**src/hw/rtl/casp_pkg.sv**
```systemverilog
`timescale 1ns / 1ps
// Shared types, constants and helpers for the cave smoothing pass.
// No dependencies; every other file of the block depends on this package.
package casp_pkg;

  // Grid limits and derived widths
  localparam int MAX_COLS = 256;
  localparam int MAX_ROWS = 256;
  localparam int COL_W    = $clog2(MAX_COLS);      // column position
  localparam int ROW_W    = $clog2(MAX_ROWS + 3);  // row position, holds height plus two
  localparam int SIZE_W   = 9;                     // grid_width / grid_height registers
  localparam int THR_W    = 4;                     // wall_threshold register
  localparam int OUT_W    = 8;                     // out_row / out_col fields
  localparam int CNT_W    = 4;                     // neighbor count, 0..8
  localparam int CFG_IDX_W  = 2;
  localparam int CFG_DATA_W = 9;

  // Reset values of the registers
  localparam logic [SIZE_W-1:0] RESET_SIZE      = SIZE_W'(150);
  localparam logic [THR_W-1:0]  RESET_THRESHOLD = THR_W'(4);

  // Register indexes of the configuration port
  typedef enum logic [CFG_IDX_W-1:0] {
    REG_GRID_WIDTH     = 2'd0,
    REG_GRID_HEIGHT    = 2'd1,
    REG_WALL_THRESHOLD = 2'd2
  } cfg_reg_t;

  // Position-derived info for one accepted item
  typedef struct packed {
    logic [COL_W-1:0] ic;        // column address into the line stores
    logic             bot;       // new bottom bit of the column
    logic             mid_en;    // middle row lies inside the grid
    logic             top_en;    // top row lies inside the grid
    logic             col_zero;  // item opens a row: finish the row before
    logic             emit;      // item produces a word
    logic             fin;       // item produces the final cell of the grid
    logic [OUT_W-1:0] out_row;
    logic [OUT_W-1:0] out_col;
  } pos_t;

  // One line-store entry: bits of the two previous rows at a column
  typedef struct packed {
    logic upper;
    logic lower;
  } line_word_t;

  // One result word
  typedef struct packed {
    logic             new_cell;
    logic [OUT_W-1:0] out_row;
    logic [OUT_W-1:0] out_col;
    logic             last;
  } res_t;

  // Zero acts as one, values above the maximum act as the maximum
  function automatic logic [SIZE_W-1:0] clamp_size(input logic [SIZE_W-1:0] v,
                                                   input logic [SIZE_W-1:0] maxv);
    logic [SIZE_W-1:0] r;
    r = v;
    if (v == '0) r = SIZE_W'(1);
    else if (v > maxv) r = maxv;
    return r;
  endfunction

endpackage

```
**src/hw/rtl/casp_if.sv**
```systemverilog
`timescale 1ns / 1ps
// Valid/ready channel interfaces of the cave smoothing pass: cells in,
// results out, configuration writes. Depends on casp_pkg.
interface casp_cell_if;
  logic valid;
  logic ready;
  logic kind;
  logic cell_req;
  modport source (output valid, output kind, output cell_req, input ready);
  modport sink   (input valid, input kind, input cell_req, output ready);
endinterface

interface casp_res_if;
  logic                      valid;
  logic                      ready;
  logic                      new_cell;
  logic [casp_pkg::OUT_W-1:0] out_row;
  logic [casp_pkg::OUT_W-1:0] out_col;
  logic                      last;
  modport source (output valid, output new_cell, output out_row, output out_col,
                  output last, input ready);
  modport sink   (input valid, input new_cell, input out_row, input out_col,
                  input last, output ready);
endinterface

interface casp_cfg_if;
  logic                           valid;
  logic                           ready;
  logic [casp_pkg::CFG_IDX_W-1:0]  index;
  logic [casp_pkg::CFG_DATA_W-1:0] data;
  modport source (output valid, output index, output data, input ready);
  modport sink   (input valid, input index, input data, output ready);
endinterface

```
**src/hw/rtl/casp_pos.sv**
```systemverilog
`timescale 1ns / 1ps
// Raster position tracker: input row/column counters, frame wrap and the
// per-item emit/last decisions. Depends on casp_pkg.
module casp_pos (
  input  logic                          clk,
  input  logic                          rst,
  input  logic [casp_pkg::SIZE_W-1:0]   grid_width,
  input  logic [casp_pkg::SIZE_W-1:0]   grid_height,
  input  logic                          kind,
  input  logic                          cell_req,
  input  logic                          accept,
  output casp_pkg::pos_t                info
);
  import casp_pkg::*;

  logic [ROW_W-1:0]  row, row_next;
  logic [COL_W-1:0]  col, col_next;
  logic [SIZE_W-1:0] w, h;
  logic              col_wrap, restart;
  logic [ROW_W-1:0]  row_a, ir;
  logic [COL_W-1:0]  ic;
  logic [ROW_W:0]    h_p1;
  logic [SIZE_W-1:0] col_inc;
  logic [ROW_W-1:0]  ir_m1, ir_m2;
  logic [SIZE_W-1:0] w_m1;

  assign w = clamp_size(grid_width,  SIZE_W'(MAX_COLS));
  assign h = clamp_size(grid_height, SIZE_W'(MAX_ROWS));

  // Normalize the stored position against the current sizes
  always_comb begin
    col_wrap = {1'b0, col} >= w;
    row_a    = col_wrap ? row + ROW_W'(1) : row;
    h_p1     = {1'b0, ROW_W'(h)} + (ROW_W+1)'(1);
    restart  = {1'b0, row_a} > h_p1;
    ir       = restart ? '0 : row_a;
    ic       = (restart || col_wrap) ? '0 : col;
    ir_m1    = ir - ROW_W'(1);
    ir_m2    = ir - ROW_W'(2);
    w_m1     = w - SIZE_W'(1);
  end

  // Per-item decisions
  always_comb begin
    info.ic       = ic;
    info.bot      = (ROW_W'(h) > ir) && !kind && cell_req;
    info.mid_en   = ir != '0;
    info.top_en   = ir >= ROW_W'(2);
    info.col_zero = ic == '0;
    info.fin      = (ic == '0) && ({1'b0, ir} == h_p1);
    if (ic == '0) begin
      info.emit    = ir >= ROW_W'(2);
      info.out_row = ir_m2[OUT_W-1:0];
      info.out_col = w_m1[OUT_W-1:0];
    end else begin
      info.emit    = (ir != '0) && (ir <= ROW_W'(h));
      info.out_row = ir_m1[OUT_W-1:0];
      info.out_col = OUT_W'(ic - COL_W'(1));
    end
  end

  // Advance the position past the accepted item
  always_comb begin
    col_inc  = {1'b0, ic} + SIZE_W'(1);
    row_next = ir;
    col_next = col_inc[COL_W-1:0];
    if (info.fin) begin
      row_next = '0;
      col_next = '0;
    end else if (col_inc >= w) begin
      row_next = ir + ROW_W'(1);
      col_next = '0;
    end
  end

  always_ff @(posedge clk) begin
    if (rst) begin
      row <= '0;
      col <= '0;
    end else if (accept) begin
      row <= row_next;
      col <= col_next;
    end
  end

endmodule

```
**src/hw/rtl/casp_lines.sv**
```systemverilog
`timescale 1ns / 1ps
// Two line stores packed in one memory, one entry per column, with valid
// bits for the all-floor reset state and write-to-read forwarding.
// Depends on casp_pkg.
module casp_lines (
  input  logic                        clk,
  input  logic                        rst,
  input  logic                        rd_en,
  input  logic [casp_pkg::COL_W-1:0]  rd_addr,
  input  logic                        wr_en,
  input  logic [casp_pkg::COL_W-1:0]  wr_addr,
  input  casp_pkg::line_word_t        wr_data,
  output casp_pkg::line_word_t        rd_data
);
  import casp_pkg::*;

  line_word_t          mem [MAX_COLS];
  logic [MAX_COLS-1:0] vld;

  // Memory write
  always_ff @(posedge clk) begin
    if (wr_en) begin
      mem[wr_addr] <= wr_data;
    end
  end

  // Entry valid bits, cleared at reset so untouched columns read as floor
  always_ff @(posedge clk) begin
    if (rst) begin
      vld <= '0;
    end else if (wr_en) begin
      vld[wr_addr] <= 1'b1;
    end
  end

  // Registered read; a write to the same column in this cycle is forwarded
  always_ff @(posedge clk) begin
    if (rd_en) begin
      if (wr_en && (wr_addr == rd_addr)) begin
        rd_data <= wr_data;
      end else if (vld[rd_addr]) begin
        rd_data <= mem[rd_addr];
      end else begin
        rd_data <= '0;
      end
    end
  end

endmodule

```
**src/hw/rtl/casp_window.sv**
```systemverilog
`timescale 1ns / 1ps
// 3x3 window shift register, neighbor count and wall decision.
// Depends on casp_pkg.
module casp_window (
  input  logic                        clk,
  input  logic                        rst,
  input  logic                        adv,
  input  logic                        col_zero,
  input  logic [2:0]                  col,        // {bot, mid, top}
  input  logic [casp_pkg::THR_W-1:0]  threshold,
  output logic                        new_cell
);
  import casp_pkg::*;

  logic [8:0]       window, window_next, win;
  logic [CNT_W-1:0] count;

  // Shift in the new column; at a row start the old right column is finished
  // against a floor edge and the window restarts from the new column
  always_comb begin
    if (col_zero) begin
      win         = {3'b000, window[8:3]};
      window_next = {col, 6'b000000};
    end else begin
      window_next = {col, window[8:3]};
      win         = window_next;
    end
  end

  // Count walls around the centre, centre excluded
  always_comb begin
    count = '0;
    for (int b = 0; b < 9; b++) begin
      if (b != 4) count = count + CNT_W'(win[b]);
    end
    new_cell = count > threshold;
  end

  always_ff @(posedge clk) begin
    if (rst) begin
      window <= '0;
    end else if (adv) begin
      window <= window_next;
    end
  end

endmodule

```
**src/hw/rtl/casp_out_buf.sv**
```systemverilog
`timescale 1ns / 1ps
// Two-word result buffer; its full flag is registered so the input side
// never waits on the result channel's ready in the same cycle.
// Depends on casp_pkg and casp_if.
module casp_out_buf (
  input  logic             clk,
  input  logic             rst,
  input  logic             push,
  input  casp_pkg::res_t   push_data,
  output logic             full,
  casp_res_if.source       results
);
  import casp_pkg::*;

  res_t       head, tail;
  logic [1:0] count;
  logic       pop;

  assign pop  = results.valid && results.ready;
  assign full = count == 2'd2;

  assign results.valid    = count != 2'd0;
  assign results.new_cell = head.new_cell;
  assign results.out_row  = head.out_row;
  assign results.out_col  = head.out_col;
  assign results.last     = head.last;

  // Occupancy
  always_ff @(posedge clk) begin
    if (rst) begin
      count <= 2'd0;
    end else begin
      case ({push, pop})
        2'b10:   count <= count + 2'd1;
        2'b01:   count <= count - 2'd1;
        default: count <= count;
      endcase
    end
  end

  // Word storage
  always_ff @(posedge clk) begin
    case ({push, pop})
      2'b10: begin
        if (count == 2'd0) head <= push_data;
        else tail <= push_data;
      end
      2'b01: begin
        head <= tail;
      end
      2'b11: begin
        if (count == 2'd1) begin
          head <= push_data;
        end else begin
          head <= tail;
          tail <= push_data;
        end
      end
      default: begin
      end
    endcase
  end

endmodule

```
**src/hw/rtl/cave_automaton_smoothing_pass.sv**
```systemverilog
`timescale 1ns / 1ps
// Cave smoothing, one generation over a raster stream of cells.
// Throughput: one word per cycle unless the result buffer is full. A cell's result
// follows the word that completes its neighborhood through the position stage, then
// the line-store read and window stage, one row plus one cell behind the input.
// Reset (rst, synchronous): registers to 150/150/4, position and window to
// zero, line-store valid bits cleared at once; no clearing pass is needed.
module cave_automaton_smoothing_pass (
  input  logic        clk,
  input  logic        rst,
  casp_cfg_if.sink    cfg,
  casp_cell_if.sink   cells,
  casp_res_if.source  results
);
  import casp_pkg::*;

  logic [SIZE_W-1:0] grid_width, grid_height;
  logic [THR_W-1:0]  wall_threshold;

  pos_t       pos_info, s1_info;
  logic       s1_valid, s1_adv, s1_fire;
  logic       accept_in;
  logic       buf_full;
  line_word_t rd_word, wr_word;
  logic       mid, top;
  logic       new_cell;
  res_t       res_word;

  // Configuration registers, always ready
  assign cfg.ready = 1'b1;

  always_ff @(posedge clk) begin
    if (rst) begin
      grid_width     <= RESET_SIZE;
      grid_height    <= RESET_SIZE;
      wall_threshold <= RESET_THRESHOLD;
    end else if (cfg.valid) begin
      case (cfg.index)
        REG_GRID_WIDTH:     grid_width     <= cfg.data[SIZE_W-1:0];
        REG_GRID_HEIGHT:    grid_height    <= cfg.data[SIZE_W-1:0];
        REG_WALL_THRESHOLD: wall_threshold <= cfg.data[THR_W-1:0];
        default: begin
        end
      endcase
    end
  end

  // Handshake: stage 1 moves on unless its word finds the buffer full
  assign s1_adv      = !buf_full || !s1_info.emit;
  assign s1_fire     = s1_valid && s1_adv;
  assign cells.ready = !s1_valid || s1_adv;
  assign accept_in   = cells.valid && cells.ready;

  // Position stage
  casp_pos u_pos (
    .clk         (clk),
    .rst         (rst),
    .grid_width  (grid_width),
    .grid_height (grid_height),
    .kind        (cells.kind),
    .cell_req    (cells.cell_req),
    .accept      (accept_in),
    .info        (pos_info)
  );

  // Stage 1 register
  always_ff @(posedge clk) begin
    if (rst) begin
      s1_valid <= 1'b0;
    end else if (accept_in) begin
      s1_valid <= 1'b1;
    end else if (s1_fire) begin
      s1_valid <= 1'b0;
    end
  end

  always_ff @(posedge clk) begin
    if (accept_in) begin
      s1_info <= pos_info;
    end
  end

  // Line stores: read at accept, rewrite the column when stage 1 moves on
  assign mid     = s1_info.mid_en && rd_word.lower;
  assign top     = s1_info.top_en && rd_word.upper;
  assign wr_word = '{upper: mid, lower: s1_info.bot};

  casp_lines u_lines (
    .clk     (clk),
    .rst     (rst),
    .rd_en   (accept_in),
    .rd_addr (pos_info.ic),
    .wr_en   (s1_fire),
    .wr_addr (s1_info.ic),
    .wr_data (wr_word),
    .rd_data (rd_word)
  );

  // Window and decision
  casp_window u_window (
    .clk       (clk),
    .rst       (rst),
    .adv       (s1_fire),
    .col_zero  (s1_info.col_zero),
    .col       ({s1_info.bot, mid, top}),
    .threshold (wall_threshold),
    .new_cell  (new_cell)
  );

  // Result buffer
  assign res_word = '{new_cell: new_cell, out_row: s1_info.out_row,
                      out_col: s1_info.out_col, last: s1_info.fin};

  casp_out_buf u_out_buf (
    .clk       (clk),
    .rst       (rst),
    .push      (s1_fire && s1_info.emit),
    .push_data (res_word),
    .full      (buf_full),
    .results   (results)
  );

  // The final cell of a grid always produces a word
  a_fin_emits: assert property (@(posedge clk) disable iff (rst)
    accept_in && pos_info.fin |-> pos_info.emit)
    else $error("final cell without a result word");

  // A held stage 1 keeps its item
  a_s1_hold: assert property (@(posedge clk) disable iff (rst)
    s1_valid && !s1_adv |=> s1_valid && $stable(s1_info))
    else $error("stage 1 item lost while stalled");

  // Input stalls only behind a blocked stage 1
  a_ready_cause: assert property (@(posedge clk) disable iff (rst)
    !cells.ready |-> s1_valid && buf_full)
    else $error("input stalled without cause");

endmodule
```
**src/flat_wrapper.sv**
```systemverilog
// flat-port wrapper written by rule: the top's interface ports become plain ports
module cave_automaton_smoothing_pass_flat import casp_pkg::*;
  (clk, rst, cfg_valid, cfg_index, cfg_data, cfg_ready, cells_valid, cells_kind, cells_cell_req, cells_ready, results_valid, results_new_cell, results_out_row, results_out_col, results_last, results_ready);
  casp_cfg_if cfg_i ();
  casp_cell_if cells_i ();
  casp_res_if results_i ();
  input  logic clk;
  input  logic rst;
  input wire logic [$bits(cfg_i.valid)-1:0] cfg_valid;
  input wire logic [$bits(cfg_i.index)-1:0] cfg_index;
  input wire logic [$bits(cfg_i.data)-1:0] cfg_data;
  output wire logic [$bits(cfg_i.ready)-1:0] cfg_ready;
  input wire logic [$bits(cells_i.valid)-1:0] cells_valid;
  input wire logic [$bits(cells_i.kind)-1:0] cells_kind;
  input wire logic [$bits(cells_i.cell_req)-1:0] cells_cell_req;
  output wire logic [$bits(cells_i.ready)-1:0] cells_ready;
  output wire logic [$bits(results_i.valid)-1:0] results_valid;
  output wire logic [$bits(results_i.new_cell)-1:0] results_new_cell;
  output wire logic [$bits(results_i.out_row)-1:0] results_out_row;
  output wire logic [$bits(results_i.out_col)-1:0] results_out_col;
  output wire logic [$bits(results_i.last)-1:0] results_last;
  input wire logic [$bits(results_i.ready)-1:0] results_ready;
  assign cfg_i.valid = cfg_valid;
  assign cfg_i.index = cfg_index;
  assign cfg_i.data = cfg_data;
  assign cfg_ready = cfg_i.ready;
  assign cells_i.valid = cells_valid;
  assign cells_i.kind = cells_kind;
  assign cells_i.cell_req = cells_cell_req;
  assign cells_ready = cells_i.ready;
  assign results_valid = results_i.valid;
  assign results_new_cell = results_i.new_cell;
  assign results_out_row = results_i.out_row;
  assign results_out_col = results_i.out_col;
  assign results_last = results_i.last;
  assign results_i.ready = results_ready;
  cave_automaton_smoothing_pass u_core (.clk(clk), .rst(rst), .cfg(cfg_i), .cells(cells_i), .results(results_i));
endmodule
```
**config.mk**
```make
export PLATFORM = sky130hd
export DESIGN_NAME = cave_automaton_smoothing_pass_flat
export DESIGN_NICKNAME = d
export VERILOG_FILES = /design/src/hw/rtl/casp_pkg.sv /design/src/hw/rtl/casp_if.sv /design/src/hw/rtl/casp_pos.sv /design/src/hw/rtl/casp_lines.sv /design/src/hw/rtl/casp_window.sv /design/src/hw/rtl/casp_out_buf.sv /design/src/hw/rtl/cave_automaton_smoothing_pass.sv /design/src/flat_wrapper.sv
export SDC_FILE = /design/constraint.sdc
export NUM_CORES = 2
export LEC_CHECK = 0
export BUFFER_PORTS_ARGS = -buffer_cell sky130_fd_sc_hd__buf_2
export CORE_MARGIN = 3
export CORE_UTILIZATION = 57
export CTS_CLUSTER_SIZE = 12
export DETAILED_ROUTE_END_ITERATION = 12
export PLACE_DENSITY = 0.75
export SLEW_MARGIN = 40
export SYNTH_ARGS = -nofsm -noshare
export SYNTH_HDL_FRONTEND = slang
export SYNTH_SLANG_ARGS = --single-unit
```
**constraint.sdc**
```tcl
create_clock -name clk -period 7.2 [get_ports clk]
set_input_delay 1.08 -clock clk [delete_from_list [all_inputs] [get_ports clk]]
set_output_delay 1.08 -clock clk [all_outputs]
set_load 0.05 [all_outputs]
```
Word level (Yosys, flattened, before mapping)
Memories as Yosys holds them, arrays and structs flattened.
Cells that the tools add are included.
{"block": "totals", "ff_bits": 375, "n_memories": 1, "ramBits": 512, "output_inout_bits": 21}
{"block": "op_classes", "n_reduce_logical": 35, "n_addsub": 17, "mux": 32, "n_eq_ne": 12, "n_bitwise": 1, "n_lt_le_gt_ge": 12}
{"name": "u_core.u_lines.mem", "depth": 256, "word_bits": 2, "read_ports": 1, "rd_ports_with_merged_regs": 0, "wr": 1, "line": "casp_lines.sv:17", "rtl": "line_word_t mem [MAX_COLS];"}
{"cell": "$or 256x256->256", "count": 1}
{"cell": "$mux 9", "count": 9}
{"cell": "$mux 18", "count": 4}
{"cell": "$pmux 18 s3", "count": 1}
{"cell": "$pmux 18 s2", "count": 1}
{"cell": "$mux 8", "count": 3}
{"cell": "$sub 8x1->8 const B", "count": 3}
{"cell": "$add 9x1->9 const B", "count": 2}
{"cell": "$gt 9x9->1 const B", "count": 2}
{"cell": "$logic_not 9->1", "count": 2}
{"cell": "$lt 8x9->1 const B", "count": 2}
{"cell": "$add 4x1->4", "count": 4}
{"cell": "$mux 16", "count": 1}
{"cell": "$logic_and 1x1->1", "count": 12}
{"cell": "$add 9x1->10 const B", "count": 1}
{"cell": "$eq 9x10->1", "count": 1}
{"cell": "$gt 9x10->1", "count": 1}
{"cell": "$add 8x1->9 const B", "count": 1}
{"cell": "$ge 8x9->1", "count": 1}
{"cell": "$ge 9x2->1 const B", "count": 1}
{"cell": "$ge 9x9->1", "count": 1}
{"cell": "$gt 9x9->1", "count": 1}
{"cell": "$le 9x9->1", "count": 1}
{"cell": "$reduce_bool 9->1", "count": 1}
{"cell": "26 further kinds", "count": 52}

Longest topological paths before layout
{"block": "logic_depth", "word_depth": 12, "mapped_depth": 35}

Cells and area by module
A second synthesis with hierarchy kept.
{"block": "hier_totals", "hier_cells": 3102, "hier_area_um2": 38425.6}
{"mod": "casp_lines", "cells_each": 2329, "seq_area_each_um2": 20559.7, "n_inst": 1, "area_per_inst_um2": 31036.0}
{"mod": "casp_pos", "cells_each": 446, "seq_area_each_um2": 340.3, "n_inst": 1, "area_per_inst_um2": 3161.8}
{"mod": "cave_automaton_smoothing_pass", "cells_each": 127, "seq_area_each_um2": 1361.3, "n_inst": 1, "area_per_inst_um2": 1881.8}
{"mod": "casp_out_buf", "cells_each": 143, "seq_area_each_um2": 1121.1, "n_inst": 1, "area_per_inst_um2": 1824.2}
{"mod": "casp_window", "cells_each": 57, "seq_area_each_um2": 120.1, "n_inst": 1, "area_per_inst_um2": 521.8}

Worst setup path after synthesis
OpenSTA, ideal clock, no wires.
{"block": "synth_timing", "path_kind": "reg2reg", "start": "reg u_core.u_pos.col[0]", "end": "reg u_core.u_pos.row[7]", "setup_ns": 0.070, "t_arrival_ns": 7.269, "synth_period_minus_slack_ns": 7.339, "path_stages_with_launch": 36, "setup_slack_ns": -0.139, "cell_sequence": "dfxtp_1 buf_2 inv_2 clkbuf_1 clkbuf_1 clkbuf_1 ha_1 nand2b_1 a31oi_1 o21ai_0 buf_2 nand4_1 or3_1 nand2_1 ha_1 or3_1 a21oi_1 a41o_1 o221ai_1 inv_1 clkbuf_1 clkbuf_1 clkbuf_1 nand3_1 xnor2_1 ha_1 and3_1 a21oi_1 o21ai_0 o221a_2 nor2_1 and3b_1 nand4_1 xnor2_1 nand3_2 a21oi_1"}
{"item": "from (decl)", "line": "casp_pos.sv:17", "rtl": "logic [COL_W-1:0] col, col_next;"}
{"item": "from (signal assigned)", "line": "casp_pos.sv:82", "rtl": "col <= col_next;"}
{"item": "to (signal assigned)", "line": "casp_pos.sv:81", "rtl": "row <= row_next;"}
{"item": "to (decl)", "line": "casp_pos.sv:16", "rtl": "logic [ROW_W-1:0] row, row_next;"}

Worst setup path after layout
{"block": "layout_timing", "start": "reg u_core.grid_width[4]", "end": "reg u_core.u_lines.rd_data[1] (netlist bit), data pin"}
{"block": "layout_between", "elab_chain_cells": 12}
{"item": "from (decl)", "line": "cave_automaton_smoothing_pass.sv:17", "rtl": "logic [SIZE_W-1:0] grid_width, grid_height;"}
{"item": "from (signal assigned)", "line": "cave_automaton_smoothing_pass.sv:39", "rtl": "REG_GRID_WIDTH: grid_width <= cfg.data[SIZE_W-1:0];"}
{"item": "$gt 9x9->1", "line": "casp_pkg.sv:62", "rtl": "else if (v > maxv) r = maxv;"}
{"item": "$mux 9", "line": "casp_pkg.sv:62"}
{"item": "$mux 9 *", "line": "casp_pkg.sv:61", "rtl": "if (v == '0) r = SIZE_W'(1);"}
{"item": "$ge 8x9->1 *", "line": "casp_pos.sv:32", "rtl": "col_wrap = {1'b0, col} >= w;"}
{"item": "$mux 9", "line": "casp_pos.sv:33", "rtl": "row_a = col_wrap ? row + ROW_W'(1) : row;"}
{"item": "$gt 9x10->1", "line": "casp_pos.sv:35", "rtl": "restart = {1'b0, row_a} > h_p1;"}
{"item": "$logic_or 1x1->1 *", "line": "casp_pos.sv:37", "rtl": "ic = (restart || col_wrap) ? '0 : col;"}
{"item": "$mux 8 *", "line": "casp_pos.sv:37"}
{"item": "$bmux 1 s8", "line": "casp_lines.sv:41", "rtl": "end else if (vld[rd_addr]) begin"}
{"item": "$mux 1 (not written as such)", "line": "casp_lines.sv:41"}
{"item": "$mux 2", "line": "casp_lines.sv:41"}
{"item": "$mux 2 *", "line": "casp_lines.sv:39", "rtl": "if (wr_en && (wr_addr == rd_addr)) begin"}
{"item": "to (signal assigned)", "line": "casp_lines.sv:40", "rtl": "rd_data <= wr_data;"}
{"item": "to (signal assigned)", "line": "casp_lines.sv:42", "rtl": "rd_data <= mem[rd_addr];"}
{"item": "to (decl)", "line": "casp_lines.sv:13", "rtl": "output casp_pkg::line_word_t rd_data"}
Every way passes the cells marked *; elsewhere a longest branch is shown, timed or not. The select of a mux whose other input is x is not followed.
A chain may end at the register's enable or synchronous reset.

==> results.cfg <==
[outcome]
run_status = finished clean

[critical_path]
worst_path_max_delay_cell = nor4b_1
r2r_end = u_core.u_lines.rd_data[1]
cp-end-kind = register
cp_num_buf_inv = 4
rr_worst_depth = 26
crit_type = register to register
cpPeakStageDelay_ps = 770
timing.rr.start = u_core.grid_width[4]
cp_common_cell = buf_4
critical_path.max_fanout = 46
required_ps = 7720
arrival_ps = 7440
cp-start-kind = register
ff2ff_setup_slack_ps = 280
crit_start = u_core.grid_width[4]
crit_family = simple AND/OR/NAND/NOR gates

[clock_network]
cts_tree = yes
hold_buffers = 0
clkLatencyLatePin_ps = 670
cts-htree-levels = 3
cts-buffers-inserted = 91
post_cts_buffers = 0
root_buffer = clkbuf_16
cts_buffer_depth = 3
cts.sinks = 884
ctsResizeCount = 0
clk_pin_slew_ps = 60

[timing]
finalHoldViolCount = 0
drv_slew = 0
period_minus_slack_ps = 6920
setup_tns_ps = 0
maxSlewHeadroom = 0.344
rsz0062_at_grt = false
fmaxAchievable_mhz = 144
setup_viol = 0
max_slew.worst_pin.slew_ps = 982
period_share = 0.961
skew_ps = 28.7

[synthesis]
synth_cells = 3369
async_reset_ff_frac = 0
synth_top_family_by_area = simple AND/OR/NAND/NOR gates
syn_avg_cell_area_um2 = 11.2
netlist-cell-type-count = 83
yosys_warnings = 0
ys_top_cells_by_area = edfxtp_1 (46%), dfxtp_1 (16%), nor2_1 (8.5%), mux2i_1 (4.1%), nand2_1 (2.4%)
synth.top_cell.area_share = 0.461
muxShareOfSynthArea = 0.0693
synth_edf_count = 580
synth_most_common_cell = nor2_1
seq_area_frac_synth = 0.622
yosys-top-cells-count = nor2_1 (857), edfxtp_1 (580), dfxtp_1 (304), nand2_1 (238), clkbuf_1 (166)
yosys.area.top_type = edfxtp_1
yosys.area_share.xor_xnor = 0.0111
synth-seq-cells = 884
yosys.area_share.simple = 0.150
synth_compound_area_frac = 0.0992
synth_fa_ha_area_frac = 0.0220
syn-num-nets = 3451
ys.flop_type = edfxtp_1
syn_area_um2 = 37800

[grt]
overflow = 0
grt_max_degree = 162
grt_pass1_wl_um = 179000
antenna_found_initial = 1
grt.total_usage = 0.343
grt_pass1_vias = 28000

[pwr]
p_per_area_nw_per_um2 = 261
total_power_mw = 11.0
p_leak_nw = 14.5
vdd_ir_drop_max_v = 0.000207

[routing]
dr.pass1.iters = 7
drtIter0Drc = 4350
vias_per_cell = 6.69
wire_per_inst_um = 28.2
postRouteAntennaNets = 0
num_vias = 28800
wirelength_um = 121000
remaining_drc_errors = 0

[cells_and_area]
area_delta_synth_final_pct = 11.4
fin_util = 0.647
drive_gt1_frac = 0.110
final_nets = 3459
instances_no_fill = 4309

[die]
rows = 93
die_y_um = 264
dieArea_um2 = 69400
die_w_um = 264
initial_core_util = 0.581
io_pins = 39
core_region_area_um2 = 65000

[hold_path]
hold_end = u_core.u_out_buf.tail[10]
hp-class = register to register
whs_path_depth = 0
hold_start = u_core.res_word[10]

[placed_design]
port-buffer-count = 37
finalWeightedCongestion = 0.975
hpwl_um = 75100
dp.cells = 4138

[job]
maxCapViolations = 0
-- metrics by stage --
stage | hold slack, ps | area [µm²] | worst slack [ps]
global route | 467 | 42100 | 13.7
global placement | 437 | 39000 | 557
floorplan | 427 | 37800 | 30.9
CTS | 449 | 42100 | 513
detailed placement | 445 | 39200 | 552
finish | 449 | 42100 | 279
-- worst max path at each step --
stage / endpoint / cells after the start
global placement: u_core.u_pos.row[8] / 30
CTS: u_core.u_pos.row[8] / 29
finish: u_core.u_lines.rd_data[1] / 26
floorplan: u_core.u_pos.row[7] / 35
detailed placement: u_core.u_pos.row[8] / 29
global route: u_core.u_pos.row[6] / 28
-- flip-flops by register name, indices dropped and copies added (netlist names) --
signal	flops
u_core.u_out_buf.results.new_cell	1
u_core.u_out_buf.count	2
u_core.grid_width	9
u_core.grid_height	9
u_core.res_word	17
u_core.u_window.window	6
u_core.u_pos.row	9
u_core.u_out_buf.results.out_col	8
u_core.u_lines.mem	512
u_core.u_out_buf.tail	18
u_core.u_lines.vld	256
u_core.u_out_buf.results.out_row	8
u_core.u_lines.rd_data	2
u_core.s1_valid	1
u_core.s1_info	13
u_core.u_pos.col	8
u_core.u_out_buf.results.last	1
u_core.wall_threshold	4
-- routing by layer --
layer | track usage | vias up | wire (µm)
li1 | - | 12200 | -
met1 | 0.444 | 13800 | 43900
met2 | 0.515 | 2226 | 52900
met3 | 0.108 | 559 | 16400
met4 | 0.190 | 0 | 8150
met5 | 0 | - | 0
-- cells by family (layout without fill, tap and decap cells) --
family                     after synthesis  after routing
DFF                                    884            884
other                                    1              2
xor gates and xnor gates                48             48
muxes                                  220            220
AOI/OAI and AO/OA                      537            537
buffers and inverters                  259            343
and+or+nand+nor                       1356           1356
adders and majority gates               64             64
-- area by class of cell --
class	instances	area, µm²
flip-flops and latches	884	23500
fillers	4866	22900
multi-input cells	2226	13500
clock buffers	154	2710
well taps	855	1070
repair buffers	117	913
inverters	57	221
clock inverters	15	203
diodes	1	2.50
-- layout by cell type (no fill, tap or decap), drive strengths merged, types with 25 or more instances in the layout --
cell type	count
a21oi	131
buf	117
xnor2	33
nand4	25
mux2	34
nor3	46
o21ai	73
nand2	241
a211oi	28
nor2	857
mux2i	156
o221ai	43
nand3	83
edfxtp	580
mux4	30
clkbuf	154
ha	60
o22ai	49
dfxtp	304
inv	55
-- report_power, final --
group	switching (mW)	internal, mW
Clock	1.97	2.66
Sequential	0.0352	5.47
Combinational	0.604	0.229
Total	2.61	8.37
(Power assumes the default switching activity.)
